## src/sv/dww_ram.sv

```systemverilog
`timescale 1ns / 1ps
`default_nettype none
// ----------------------------------------------------------------------------
// dww_ram
// Single write port, single read port RAM with registered read data.
// ----------------------------------------------------------------------------
module dww_ram #(
  parameter int unsigned DW    = 8,
  parameter int unsigned DEPTH = 4,
  parameter int unsigned AW    = $clog2(DEPTH)
) (
  input  wire logic          clk_i,
  input  wire logic          we_i,
  input  wire logic [AW-1:0] waddr_i,
  input  wire logic [DW-1:0] wdata_i,
  input  wire logic [AW-1:0] raddr_i,
  output logic      [DW-1:0] rdata_o
);
  logic [DW-1:0] mem [DEPTH];
  logic [DW-1:0] rdata_q;

  always_ff @(posedge clk_i) begin
    if (we_i) begin
      mem[waddr_i] <= wdata_i;
    end
  end

  always_ff @(posedge clk_i) begin
    rdata_q <= mem[raddr_i];
  end

  assign rdata_o = rdata_q;
endmodule
`default_nettype wire
```

## config.mk

```make
export PLATFORM = sky130hd
export DESIGN_NAME = dww_ram
export DESIGN_NICKNAME = d
export VERILOG_FILES = /design/src/sv/dww_ram.sv
export SDC_FILE = /design/constraint.sdc
export NUM_CORES = 1
export LEC_CHECK = 0
export ABC_CLOCK_PERIOD_IN_PS = 1500
export BUFFER_PORTS_ARGS = -buffer_cell sky130_fd_sc_hd__buf_2
export CAP_MARGIN = 20
export CORE_MARGIN = 1
export CORE_UTILIZATION = 39
export DETAILED_ROUTE_END_ITERATION = 8
export GPL_TIMING_DRIVEN = 0
export HOLD_SLACK_MARGIN = 0.1
export PLACE_DENSITY = 0.7
export SYNTH_ARGS = -nofsm -noshare
export SYNTH_HDL_FRONTEND = slang
export SYNTH_SLANG_ARGS = --single-unit
export TNS_END_PERCENT = 100
```

## constraint.sdc

```tcl
create_clock -name clk_i -period 1.5 [get_ports clk_i]
set_input_delay 0.15 -clock clk_i [delete_from_list [all_inputs] [get_ports clk_i]]
set_output_delay 0.15 -clock clk_i [all_outputs]
set_load 0.01 [all_outputs]
```

==> out/qor.csv <==
stage,metric,value,unit
run_status,status,"finished, final reports clean",
power,p_sw,0.3807,mW
global_routing,antenna_found_initial,0,
layout,layout_commonest_cell,edfxtp_1,
sta,setup_viol,0,
detailed_routing,drt_wl_total,2035,um
power,combPwrFrac,7.4,%
synthesis,synth_cell_types,8,
clocking,cts_htree_levels,2,
synthesis,syn_area_per_cell,24.98,sq um
power,p_clk_share,25.1,%
sta,period_share,72.66,%
detailed_routing,drc,0,
sta,fin_skew,0.006685,ns
placement,post_dp_cell_area,0.001506,sq mm
synthesis,ys_ff_latch,40,
clocking,cts.sinks,40,
synthesis,synth_top_area_cell,edfxtp_1,
detailed_routing,drtPass1Iterations,4,
global_routing,grt_pass1_wl,3243,um
worst_setup_path,r2r_end,rdata_o[4],
worst_setup_path,worst-r2r-cell-count,1,
global_routing,grt_pass1_vias,672,
worst_setup_path,setup.worst_path.end_class,register,
sta,drv_slew,0,
floorplan,rows,20,
power,power_leakage,0.5851,nW
sta,finalHoldViolCount,0,
placement,dp_cells,118,
worst_setup_path,reg2reg_from,mem[2][4],
layout,final_cells,133,
worst_hold_path,hold_path_depth,2,
synthesis,syn_area,0.001349,sq mm
sta,worstMarginPinSlew,0.7201,ns
clocking,cts_resized,0,
worst_setup_path,worst-endpoint-required,1.55,ns
layout,drive_above_1_share,40.45,%
power,sw_frac_of_total,20.11,%
global_routing,grt_max_degree,12,
placement,gp_congestion,0.5968,
placement,dp_hpwl,1354,um
clocking,cts_buffer_depth,2,
floorplan,io_pins,22,
synthesis,synth_top_area_share,71.24,%
worst_setup_path,reg2reg_slack,0.51,ns
clocking,cts_buffers,5,
placement,io_buffer_count,19,
synthesis,synth_cells,54,
detailed_routing,vias,627,
layout,n_antenna_cell,0,
detailed_routing,viasPerCell,4.714,
detailed_routing,initialDrtViolationCount,25,
floorplan,start_util,42.44,%
clocking,root_buffer,clkbuf_4,
floorplan,die_h,60.81,um
clocking,clkSlewWorstSetupHoldPaths,0.10,ns
worst_setup_path,worstSetupPathType,in -> reg,
clocking,tritoncts,done,
synthesis,yosys-top-cells-area,"edfxtp_1 (71%), mux4_2 (13%), dfxtp_1 (12%)",
synthesis,synth_fp_nets,68,
floorplan,core,0.003178,sq mm
floorplan,die_w,60.81,um
layout,mostFrequentLayoutCells,"edfxtp_1 (32), buf_2 (19), mux4_2 (8), dlygate4sd3_1 (8), dfxtp_1 (8)",
layout,fin_nets,103,
synthesis,ys_warn_count,0,
worst_hold_path,hold_end,mem[0][7],
sta,finalCriticalPeriod,1.090,ns
worst_setup_path,crit_arrival,1.14,ns
sta,slew_headroom,51.89,%
global_routing,track_usage,13.92,%
worst_setup_path,cp_max_fo,5,
sta,finalSetupTns,0,ns
sta,fmax,917.5,MHz
synthesis,ys_seq_area_share,83.12,%
detailed_routing,routedWlPerCell,15.30,um
flow_run,maxCapViolations,0,
worst_hold_path,hold_path.class,in -> reg,
sta,rsz0062_at_grt,no,
layout,final_area,0.001633,sq mm
power,max-vdd-ir-drop,0.5093,mV
power,seq_power_share,67.5,%
worst_setup_path,worst_setup_path_start_kind,input pin,
clocking,insertion_delay,0.33,ns
global_routing,overflow,0,
detailed_routing,ant_nets,0,
layout,utilization,51.38,%
layout,fill_cells,260,
power,cellInternalPower,1.513,mW
layout,area_delta_synth_final,21.06,%
floorplan,die-area,0.003698,sq mm
worst_hold_path,min_from,waddr_i[0],
power,powerDensity,1160,mW/mm^2
==> cell usage after synthesis <==
cell type / n
mux4_2: 8
and3_1: 1
clkbuf_2: 1
dfxtp_1: 8
and3b_1: 2
edfxtp_1: 32
buf_6: 1
nor3b_1: 1
==> worst max-delay path: stages <==
cell,delay [ns]
buf_2,0.11
nor3b_1,0.61
buf_4,0.27
==> flip-flops by register name (all words and copies together) (netlist names) <==
signal,cells
mem,32
rdata_o,8
==> cells by family after synthesis <==
logic type,count (synthesis),synth area share [%]
buffers and inverters,2,1.206
DFF,40,83.12
and+or+nand+nor,4,2.320
muxes,8,13.36
==> stage by stage <==
| stage | hold WS [ns] | total power [mW] | setup WS (ns) |
|---|---|---|---|
| floorplan | 0.2489 | 1.369 | 0.2859 |
| global placement | 0.3599 | 1.422 | -0.3053 |
| detailed placement | 0.3712 | 1.433 | 0.007261 |
| CTS | 0.1956 | 1.920 | 0.3778 |
| global route | 0.2087 | 1.983 | 0.2846 |
| finish | 0.2070 | 1.894 | 0.4101 |
==> worst max-delay path by stage <==
| stage | start | endpoint | slack (ns) | depth (start not counted) |
|---|---|---|---|---|
| after global routing | waddr_i[0] | mem[0][5] | 0.28 | 3 |
| after CTS | waddr_i[0] | mem[0][5] | 0.38 | 3 |
| after detailed placement | waddr_i[0] | mem[0][2] | 0.007 | 3 |
| after floorplan | waddr_i[0] | mem[0][0] | 0.29 | 1 |
| after global placement | waddr_i[0] | mem[0][5] | -0.31 | 2 |
| final | waddr_i[0] | mem[0][5] | 0.41 | 3 |
==> area by class of cell <==
cell class / instances / area, sq um / share of cell area, %
Buffer: 2 / 16.27 / 0.9962
Clock buffer: 6 / 41.29 / 2.529
Timing Repair Buffer: 28 / 182.7 / 11.19
Clock inverter: 1 / 5.005 / 0.3065
Sequential cell: 40 / 1121 / 68.66
Tap cell: 44 / 55.05 / 3.372
Multi-Input combinational cell: 12 / 211.5 / 12.95
==> power groups by stage <==
| stage | clock network, mW | logic, mW | registers (mW) |
|---|---|---|---|
| floorplan | 0 | 0.0572 | 1.31 |
| global placement | 0 | 0.122 | 1.30 |
| detailed placement | 0 | 0.128 | 1.31 |
| CTS | 0.496 | 0.144 | 1.28 |
| global route | 0.541 | 0.155 | 1.29 |
| finish | 0.475 | 0.141 | 1.28 |
==> layer usage <==
layer	up-vias	share of wire [%]	GRT usage, %
li1	290	-	-
met3	5	3.7	5.757
met5	-	0	0
met1	311	40	15.03
met4	0	2.4	8.766
met2	21	53	22.76
==> timing repair <==
action	in CTS	in global routing
buffers inserted	0	0
endpoints found under the hold margin	32	0
hold buffers	8	0
Note: power is estimated with default switching activity, not from simulation.
